### config.mk
export PLATFORM = sky130hd
export DESIGN_NAME = eight_zone_midpoint_line_raster
export DESIGN_NICKNAME = d
export VERILOG_FILES = /design/src/hdl/ezml_pkg.sv /design/src/hdl/ezml_setup.sv /design/src/hdl/ezml_walker.sv /design/src/hdl/eight_zone_midpoint_line_raster.sv
export SDC_FILE = /design/constraint.sdc
export NUM_CORES = 1
export LEC_CHECK = 0
export BUFFER_PORTS_ARGS = -buffer_cell sky130_fd_sc_hd__buf_2
export CAP_MARGIN = 20
export CORE_UTILIZATION = 65
export CTS_CLUSTER_SIZE = 12
export DETAILED_ROUTE_END_ITERATION = 7
export PLACE_DENSITY_LB_ADDON = 0.05
export SLEW_MARGIN = 30
export SYNTH_ARGS = -nofsm -noshare
export SYNTH_HDL_FRONTEND = slang
export SYNTH_SLANG_ARGS = --single-unit
### constraint.sdc
create_clock -name clk_i -period 18.8 [get_ports clk_i]
set_input_delay 4.7 -clock clk_i [delete_from_list [all_inputs] [get_ports clk_i]]
set_output_delay 4.7 -clock clk_i [all_outputs]
set_load 0.05 [all_outputs]
### src/hdl/ezml_pkg.sv
// shared types and constants of the eight-zone midpoint line rasterizer
`default_nettype none

package ezml_pkg;

  localparam int unsigned COORD_BITS_DEFAULT = 12;

  typedef enum logic {
    FUNC_LOAD = 1'b0,
    FUNC_STEP = 1'b1
  } func_e;

  // octant numbering: counterclockwise from the +x axis
  typedef enum logic [2:0] {
    OCT_0 = 3'd0,
    OCT_1 = 3'd1,
    OCT_2 = 3'd2,
    OCT_3 = 3'd3,
    OCT_4 = 3'd4,
    OCT_5 = 3'd5,
    OCT_6 = 3'd6,
    OCT_7 = 3'd7
  } octant_e;

endpackage

`default_nettype wire

### src/hdl/ezml_setup.sv
// line setup: octant classification, mirroring into octant 0, decision seeds
`default_nettype none

module ezml_setup import ezml_pkg::*; #(
  parameter int unsigned COORD_BITS = COORD_BITS_DEFAULT
) (
  input  logic signed [COORD_BITS-1:0] x_start_i,
  input  logic signed [COORD_BITS-1:0] y_start_i,
  input  logic signed [COORD_BITS-1:0] x_end_i,
  input  logic signed [COORD_BITS-1:0] y_end_i,
  output octant_e                      octant_o,
  output logic signed [COORD_BITS:0]   major_o,
  output logic signed [COORD_BITS:0]   minor_o,
  output logic signed [COORD_BITS:0]   limit_o,
  output logic signed [COORD_BITS+2:0] decision_o,
  output logic signed [COORD_BITS+2:0] east_inc_o,
  output logic signed [COORD_BITS+2:0] diag_inc_o
);

  localparam int unsigned W = COORD_BITS + 1;
  localparam int unsigned D = COORD_BITS + 3;

  logic signed [W-1:0] xa, ya, xb, yb;
  logic signed [W-1:0] dx, dy;
  logic        [W-1:0] adx, ady;
  logic                y_major;
  logic signed [W-1:0] a0, b0, a1, b1;
  logic signed [W-1:0] d_major, d_minor;
  logic signed [D-1:0] d_major_ext, d_minor_ext;
  octant_e             oct;

  assign xa = {x_start_i[COORD_BITS-1], x_start_i};
  assign ya = {y_start_i[COORD_BITS-1], y_start_i};
  assign xb = {x_end_i[COORD_BITS-1], x_end_i};
  assign yb = {y_end_i[COORD_BITS-1], y_end_i};

  assign dx = xb - xa;
  assign dy = yb - ya;
  assign adx = dx[W-1] ? W'(-dx) : W'(dx);
  assign ady = dy[W-1] ? W'(-dy) : W'(dy);
  assign y_major = adx < ady;

  // zero differences count as non-negative
  always_comb begin
    if (!y_major) begin
      if (!dx[W-1]) oct = dy[W-1] ? OCT_7 : OCT_0;
      else          oct = dy[W-1] ? OCT_4 : OCT_3;
    end else begin
      if (!dx[W-1]) oct = dy[W-1] ? OCT_6 : OCT_1;
      else          oct = dy[W-1] ? OCT_5 : OCT_2;
    end
  end

  always_comb begin
    unique case (oct)
      OCT_1:   begin a0 = ya;  b0 = xa;  a1 = yb;  b1 = xb;  end
      OCT_2:   begin a0 = ya;  b0 = -xa; a1 = yb;  b1 = -xb; end
      OCT_3:   begin a0 = -xa; b0 = ya;  a1 = -xb; b1 = yb;  end
      OCT_4:   begin a0 = -xa; b0 = -ya; a1 = -xb; b1 = -yb; end
      OCT_5:   begin a0 = -ya; b0 = -xa; a1 = -yb; b1 = -xb; end
      OCT_6:   begin a0 = -ya; b0 = xa;  a1 = -yb; b1 = xb;  end
      OCT_7:   begin a0 = xa;  b0 = -ya; a1 = xb;  b1 = -yb; end
      default: begin a0 = xa;  b0 = ya;  a1 = xb;  b1 = yb;  end
    endcase
  end

  // in octant 0 both differences are non-negative
  assign d_major = a1 - a0;
  assign d_minor = b1 - b0;
  assign d_major_ext = {{2{d_major[W-1]}}, d_major};
  assign d_minor_ext = {{2{d_minor[W-1]}}, d_minor};

  assign octant_o   = oct;
  assign major_o    = a0;
  assign minor_o    = b0;
  assign limit_o    = a1;
  assign east_inc_o = d_minor_ext <<< 1;
  assign decision_o = (d_minor_ext <<< 1) - d_major_ext;
  assign diag_inc_o = (d_minor_ext - d_major_ext) <<< 1;

endmodule

`default_nettype wire

### src/hdl/ezml_walker.sv
// line walk state: decision term update and mapping back to the original octant
`default_nettype none

module ezml_walker import ezml_pkg::*; #(
  parameter int unsigned COORD_BITS = COORD_BITS_DEFAULT
) (
  input  logic                         clk_i,
  input  logic                         rst_ni,
  input  logic                         load_i,
  input  logic                         step_i,
  input  octant_e                      octant_i,
  input  logic signed [COORD_BITS:0]   major_i,
  input  logic signed [COORD_BITS:0]   minor_i,
  input  logic signed [COORD_BITS:0]   limit_i,
  input  logic signed [COORD_BITS+2:0] decision_i,
  input  logic signed [COORD_BITS+2:0] east_inc_i,
  input  logic signed [COORD_BITS+2:0] diag_inc_i,
  output logic                         active_o,
  output logic signed [COORD_BITS-1:0] pixel_x_o,
  output logic signed [COORD_BITS-1:0] pixel_y_o,
  output logic                         last_pixel_o
);

  localparam int unsigned W = COORD_BITS + 1;
  localparam int unsigned D = COORD_BITS + 3;

  logic                active_q, active_d;
  octant_e             octant_q, octant_d;
  logic signed [W-1:0] major_q, major_d;
  logic signed [W-1:0] minor_q, minor_d;
  logic signed [W-1:0] limit_q, limit_d;
  logic signed [D-1:0] decision_q, decision_d;
  logic signed [D-1:0] east_q, east_d;
  logic signed [D-1:0] diag_q, diag_d;
  logic signed [W-1:0] px, py;
  logic                last;

  assign last = major_q >= limit_q;

  always_comb begin
    unique case (octant_q)
      OCT_1:   begin px = minor_q;  py = major_q;  end
      OCT_2:   begin px = -minor_q; py = major_q;  end
      OCT_3:   begin px = -major_q; py = minor_q;  end
      OCT_4:   begin px = -major_q; py = -minor_q; end
      OCT_5:   begin px = -minor_q; py = -major_q; end
      OCT_6:   begin px = minor_q;  py = -major_q; end
      OCT_7:   begin px = major_q;  py = -minor_q; end
      default: begin px = major_q;  py = minor_q;  end
    endcase
  end

  always_comb begin
    active_d   = active_q;
    octant_d   = octant_q;
    major_d    = major_q;
    minor_d    = minor_q;
    limit_d    = limit_q;
    decision_d = decision_q;
    east_d     = east_q;
    diag_d     = diag_q;
    if (load_i) begin
      active_d   = 1'b1;
      octant_d   = octant_i;
      major_d    = major_i;
      minor_d    = minor_i;
      limit_d    = limit_i;
      decision_d = decision_i;
      east_d     = east_inc_i;
      diag_d     = diag_inc_i;
    end else if (step_i && active_q) begin
      // minor axis moves only on a non-negative decision term
      if (decision_q[D-1]) begin
        decision_d = decision_q + east_q;
      end else begin
        decision_d = decision_q + diag_q;
        minor_d    = minor_q + W'(1);
      end
      major_d = major_q + W'(1);
      if (last) active_d = 1'b0;
    end
  end

  always_ff @(posedge clk_i or negedge rst_ni) begin
    if (!rst_ni) begin
      active_q   <= 1'b0;
      octant_q   <= OCT_0;
      major_q    <= '0;
      minor_q    <= '0;
      limit_q    <= '0;
      decision_q <= '0;
      east_q     <= '0;
      diag_q     <= '0;
    end else begin
      active_q   <= active_d;
      octant_q   <= octant_d;
      major_q    <= major_d;
      minor_q    <= minor_d;
      limit_q    <= limit_d;
      decision_q <= decision_d;
      east_q     <= east_d;
      diag_q     <= diag_d;
    end
  end

  assign active_o     = active_q;
  assign pixel_x_o    = px[COORD_BITS-1:0];
  assign pixel_y_o    = py[COORD_BITS-1:0];
  assign last_pixel_o = last;

endmodule

`default_nettype wire

### src/hdl/eight_zone_midpoint_line_raster.sv
// Eight-octant midpoint line rasterizer. A load item (func 0) latches two
// endpoints, classifies the line into one of eight octants and seeds the
// walk; it produces no output. Each step item (func 1) on an active line
// produces one pixel in the original coordinate frame, with last_pixel set
// on the final one; a step with no active line produces nothing. One item
// is taken every cycle while the output side keeps up: an accepted item
// sits in an input register; when it moves on, the setup or step logic
// updates the walk state while the pixel is written to the output register,
// from which it is offered. Input is held while the output register is full
// and not being taken.
`default_nettype none

module eight_zone_midpoint_line_raster import ezml_pkg::*; #(
  parameter int unsigned COORD_BITS = COORD_BITS_DEFAULT
) (
  input  logic                         clk_i,
  input  logic                         rst_ni,
  input  logic                         in_valid_i,
  output logic                         in_ready_o,
  input  logic                         func_i,
  input  logic signed [COORD_BITS-1:0] x_start_i,
  input  logic signed [COORD_BITS-1:0] y_start_i,
  input  logic signed [COORD_BITS-1:0] x_end_i,
  input  logic signed [COORD_BITS-1:0] y_end_i,
  output logic                         out_valid_o,
  input  logic                         out_ready_i,
  output logic signed [COORD_BITS-1:0] pixel_x_o,
  output logic signed [COORD_BITS-1:0] pixel_y_o,
  output logic                         last_pixel_o
);

  localparam int unsigned W = COORD_BITS + 1;
  localparam int unsigned D = COORD_BITS + 3;

  logic                         in_valid_q, in_valid_d;
  func_e                        func_q;
  logic signed [COORD_BITS-1:0] x_start_q, y_start_q, x_end_q, y_end_q;
  logic                         out_valid_q, out_valid_d;
  logic signed [COORD_BITS-1:0] pixel_x_q, pixel_y_q;
  logic                         last_q;

  logic                         advance, accept, load, step, emit;
  octant_e                      setup_octant;
  logic signed [W-1:0]          setup_major, setup_minor, setup_limit;
  logic signed [D-1:0]          setup_decision, setup_east, setup_diag;
  logic                         walk_active, walk_last;
  logic signed [COORD_BITS-1:0] walk_x, walk_y;

  // the registered item moves on when the output slot is free or draining
  assign advance    = in_valid_q && (!out_valid_q || out_ready_i);
  assign in_ready_o = !in_valid_q || advance;
  assign accept     = in_valid_i && in_ready_o;
  assign load       = advance && (func_q == FUNC_LOAD);
  assign step       = advance && (func_q == FUNC_STEP);
  assign emit       = step && walk_active;

  assign in_valid_d = accept ? 1'b1 : (advance ? 1'b0 : in_valid_q);

  always_ff @(posedge clk_i or negedge rst_ni) begin
    if (!rst_ni) begin
      in_valid_q <= 1'b0;
    end else begin
      in_valid_q <= in_valid_d;
    end
  end

  always_ff @(posedge clk_i) begin
    if (accept) begin
      func_q    <= func_e'(func_i);
      x_start_q <= x_start_i;
      y_start_q <= y_start_i;
      x_end_q   <= x_end_i;
      y_end_q   <= y_end_i;
    end
  end

  ezml_setup #(
    .COORD_BITS (COORD_BITS)
  ) u_setup (
    .x_start_i  (x_start_q),
    .y_start_i  (y_start_q),
    .x_end_i    (x_end_q),
    .y_end_i    (y_end_q),
    .octant_o   (setup_octant),
    .major_o    (setup_major),
    .minor_o    (setup_minor),
    .limit_o    (setup_limit),
    .decision_o (setup_decision),
    .east_inc_o (setup_east),
    .diag_inc_o (setup_diag)
  );

  ezml_walker #(
    .COORD_BITS (COORD_BITS)
  ) u_walker (
    .clk_i        (clk_i),
    .rst_ni       (rst_ni),
    .load_i       (load),
    .step_i       (step),
    .octant_i     (setup_octant),
    .major_i      (setup_major),
    .minor_i      (setup_minor),
    .limit_i      (setup_limit),
    .decision_i   (setup_decision),
    .east_inc_i   (setup_east),
    .diag_inc_i   (setup_diag),
    .active_o     (walk_active),
    .pixel_x_o    (walk_x),
    .pixel_y_o    (walk_y),
    .last_pixel_o (walk_last)
  );

  assign out_valid_d = emit ? 1'b1 : (out_ready_i ? 1'b0 : out_valid_q);

  always_ff @(posedge clk_i or negedge rst_ni) begin
    if (!rst_ni) begin
      out_valid_q <= 1'b0;
    end else begin
      out_valid_q <= out_valid_d;
    end
  end

  always_ff @(posedge clk_i) begin
    if (emit) begin
      pixel_x_q <= walk_x;
      pixel_y_q <= walk_y;
      last_q    <= walk_last;
    end
  end

  assign out_valid_o  = out_valid_q;
  assign pixel_x_o    = pixel_x_q;
  assign pixel_y_o    = pixel_y_q;
  assign last_pixel_o = last_q;

endmodule

`default_nettype wire
# Word level (Yosys, flattened, before mapping)
# Cells that the tools add are included.
# totals
register_bits,161
word_cells,111
# classes
addsub,18
magnitude_cmp,2
eq_ne,15
muxes,30
bitwise_logic,1
n_reduce_logical,27
# op_table
cell,n
case mux 13 bit (3 select lines),4
2-to-1 mux 13 bit,7
case mux 12 bit (3 select lines),2
negation 12 -> 13 bit,4
2-to-1 mux 15 bit,3
"adder 13 x 2 -> 13 bit, second input constant",2
negation 13 bit,2
subtractor 12 x 12 -> 13 bit,2
subtractor 13 bit,2
"equality test 3 bit, second input constant",8
negation 12 bit,2
OR reduction 2 bit,12
2-to-1 mux 3 bit,7
adder 15 x 14 -> 15 bit,1
adder 15 bit,1
subtractor 14 x 13 -> 15 bit,1
subtractor 13 x 13 -> 14 bit,1
greater-or-equal comparator 13 bit,1
less-than comparator 13 bit,1
"equality test 3 x 2 -> 1 bit, second input constant",4
nonzero test 2 bit,4
2-to-1 mux 1 bit,7
"equality test 3 x 1 -> 1 bit, second input constant",2
logical AND 1 bit,5
other kinds (5),8

# Logic depth before layout (Yosys ltp)
# depth
depth_word,11
ltp_mapped,38
mapped_depth_nobuf,35

# Cells and area by module
# Synthesis repeated with hierarchy kept, for this count alone.
# hier_totals
hier_cells,1641
hier_area_um2,14554.0
# by_module_without_submodules
mod,n_inst,cells_each,area_per_inst_um2,seq_area_each_um2
ezml_walker,1,770,6670.1,2177.1
ezml_setup,1,785,5544.1,0.0
eight_zone_midpoint_line_raster,1,86,2339.7,2272.2

# Worst setup path after synthesis
# OpenSTA, ideal clock, no wires.
# synth_timing
kind,input to output
startpoint,input port out_ready_i
endpoint,output port in_ready_o
t_arrival_ps,5183
t_required_ps,14100
path_slack_ps,8917
stages,1
path_buffers,0
cell_sequence,nand3b_1
# synth_between
elab_chain_cells,3
# synth_rtl
item,line_no,rtl
start: declaration,eight_zone_midpoint_line_raster.sv:26,"input logic out_ready_i,"
logical OR 1 bit,eight_zone_midpoint_line_raster.sv:50,assign advance = in_valid_q && (!out_valid_q || out_ready_i);
logical AND 1 bit,eight_zone_midpoint_line_raster.sv:50,
logical OR 1 bit,eight_zone_midpoint_line_raster.sv:51,assign in_ready_o = !in_valid_q || advance;
end: declaration,eight_zone_midpoint_line_raster.sv:19,"output logic in_ready_o,"
# Every way passes these cells.

# Final worst setup path
# Same ends and word-level chain as after synthesis.

==> flow_summary.toml <==
[hold_path]
min_path_cells = 2
hold_class = "reg -> reg"
holdCritStartpoint = "u_walker.east_q[9]"

[logic_synthesis]
ys_types = 81
syn_area_per_cell_sq_um = 8.693
yosys_warnings = 0
synthesis.area_sq_mm = 0.01418
ys_top_cells_by_count = "172 x nand2_1, 118 x ha_1, 118 x nor2_1, 109 x a21oi_1, 104 x xnor2_1"
synth_area_leaders = "edfxtp_1 16%, dfrtp_1 15%, ha_1 10%, xnor2_1 6.4%, nand2_1 4.6%"
synth_edf_count = 74
synth_top_area_frac = 0.1567
synthArstFlopShare = 0.5346
ys.flop_type = "dfrtp_1"
ys_seq_area_frac = 0.3067
syn_inst = 1631
ys_ff_latch = 159
yosys.cell_count.top_type = "nand2_1"
syn_nets = 1809
synth_top_cell_by_area = "edfxtp_1"

[critical_path]
crit_path_end_kind = "primary output"
arrival_ns = 5.20
worstSetupPathType = "in -> out"
crit_required_ns = 14.10
reg2reg_depth = 34
slowest_stage = "buf_2"
max_stage_delay_ns = 0.23
critPathMostFrequentCell = "buf_2"
rr_startpoint = "x_end_q[0]"
crit_chain = "buf_2 > nand3b_1 > buf_2"
startpoint_type = "input port"
setup.worst_path.start = "out_ready_i"
worstPathMaxFanout = 3

[clocking]
clock_latency_ns = 0.44
ctsHoldBuffers = 0
cts_tree = "yes"
ctsLongestPathBuffers = 2
path_clk_slew_ns = 0.07
clockRootBuffer = "clkbuf_16"
cts_made_buffers = 17
post_cts_resized = 0
postCtsSetupBuffers = 0
cts_sinks = 159
htreeDepth = 4

[final_layout]
fin_nets = 1833
area_growth_pct = 7.978
drive_gt1_frac = 0.1229
fill_cells = 1669
final_area_sq_mm = 0.01531
utilization = 0.7215
diodes = 0

[place]
port_buffers = 79
gp_congestion = 0.9470
postPlaceCellArea_sq_mm = 0.01470
pre_cts_ws_ns = 8.893
dp_hpwl_um = 26410

[detailed_routing]
wire_per_inst_um = 18.30
dr.first_iter.drc_count = 921
met3_length_um = 2055
highest_layer = "met4"
antenna_left = 0
routed_wl_um = 35560
drc = 0
drtPass1Iterations = 5
dr_wl_met2_um = 16630
wirelength_met1_um = 15890
via_count = 12301
avgViaCountPerCell = 6.331

[job]
cap_violations = 0

[timing]
finalWorstSetupSlack_ns = 8.895
relSlewSlack = 0.4393
finalHoldViolCount = 0
setup_viol = 0
drv_slew = 0
tightest_slew_ns = 0.8380
clock_skew_ns = 0.01213
rsz0062_at_grt = "no"
fin_crit_ns = 9.905
clock.fmax_mhz = 101.0
finalSetupTns_ns = 0
period_share = 0.5269

[floorplanning]
die_h_um = 149.7
initial_core_util = 0.6682
io-pin-count = 80
core_area_sq_mm = 0.02122
fp.dieW_um = 149.7
rows = 53
die_area_sq_mm = 0.02241

[global_route]
grt_pass1_wl_um = 58370
antenna_found_initial = 0
grt_max_degree = 86
gr-total-overflow = 0
track_usage = 0.3314
grt_pass1_vias = 11403

[status]
status = "completed"
[flip-flops by register name (all words and copies together) (netlist names), 13 cells and up]
name	count
u_walker.diag_q	14
u_walker.major_q	13
u_walker.decision_q	14
u_walker.east_q	13
u_walker.limit_q	13
[cells by family (layout without fill, tap and decap cells)]
logic type / Yosys count / after routing / share of synthesized area
and+or+nand+nor: 511 / 511 / 0.1729
xor gates and xnor gates: 149 / 149 / 0.09257
adders and majority gates: 126 / 126 / 0.1147
muxes: 89 / 89 / 0.06980
DFF: 159 / 159 / 0.3067
AOI/OAI and AO/OA: 424 / 424 / 0.1937
buffers and inverters: 173 / 210 / 0.04959
[critical path: cells and delay by family]
kind,cells,cell delay (ns)
buf+inv,2,0.33
simple gates,1,0.17
[routing by layer]
| metal | up-vias | track usage |
|---|---|---|
| li1 | 5980 | - |
| met1 | 5819 | 0.4525 |
| met2 | 446 | 0.5375 |
| met3 | 56 | 0.04482 |
| met4 | 0 | 0.1182 |
| met5 | - | 0 |
[through the flow]
step | cells | hold WS, ns
2_1_floorplan | 1631 | 0.4403
3_3_place_gp | 1911 | 0.4536
3_5_place_dp | 1911 | 0.4594
4_1_cts | 1943 | 0.4768
5_1_grt | 1943 | 0.4945
6_report | 1943 | 0.4754
[worst paths after layout]
check	to	slack, ns
hold reg to reg	u_walker.east_q[9]	0.48
setup / recovery	in_ready_o	8.90
min in group asynchronous	out_valid_o	4.31
hold / removal	u_walker.east_q[9]	0.48
setup reg to reg	u_walker.decision_q[14]	9.83
max in group asynchronous	u_walker.east_q[1]	13.95
[final cells by class]
class / count / area (sq um) / share of cell area
Clock buffer: 19 / 475.5 / 0.03106
Clock inverter: 13 / 136.4 / 0.008908
Inverter: 85 / 319.1 / 0.02084
Multi-Input combinational cell: 1299 / 9179 / 0.5995
Sequential cell: 159 / 4349 / 0.2841
Tap cell: 275 / 344.1 / 0.02247
Timing Repair Buffer: 93 / 506.7 / 0.03310
[layout by cell type, fill, tap and decap left out, types with 37 or more instances in the layout]
| master | netlist | routed |
|---|---|---|
| nor2_1 | 118 | 117 |
| a21oi_1 | 109 | 109 |
| dfrtp_1 | 85 | 85 |
| mux2i_1 | 37 | 37 |
| inv_1 | 84 | 84 |
| edfxtp_1 | 74 | 74 |
| ha_1 | 118 | 118 |
| buf_2 | 10 | 78 |
| nand2_1 | 172 | 172 |
| nor3_1 | 39 | 39 |
| mux2_2 | 49 | 49 |
| xor2_1 | 44 | 43 |
| o21ai_0 | 102 | 102 |
| nand3_1 | 45 | 45 |
| xnor2_1 | 104 | 103 |
Power is not shown: default switching activity piles up to over one toggle a cycle in this logic, so the estimate is an artifact.
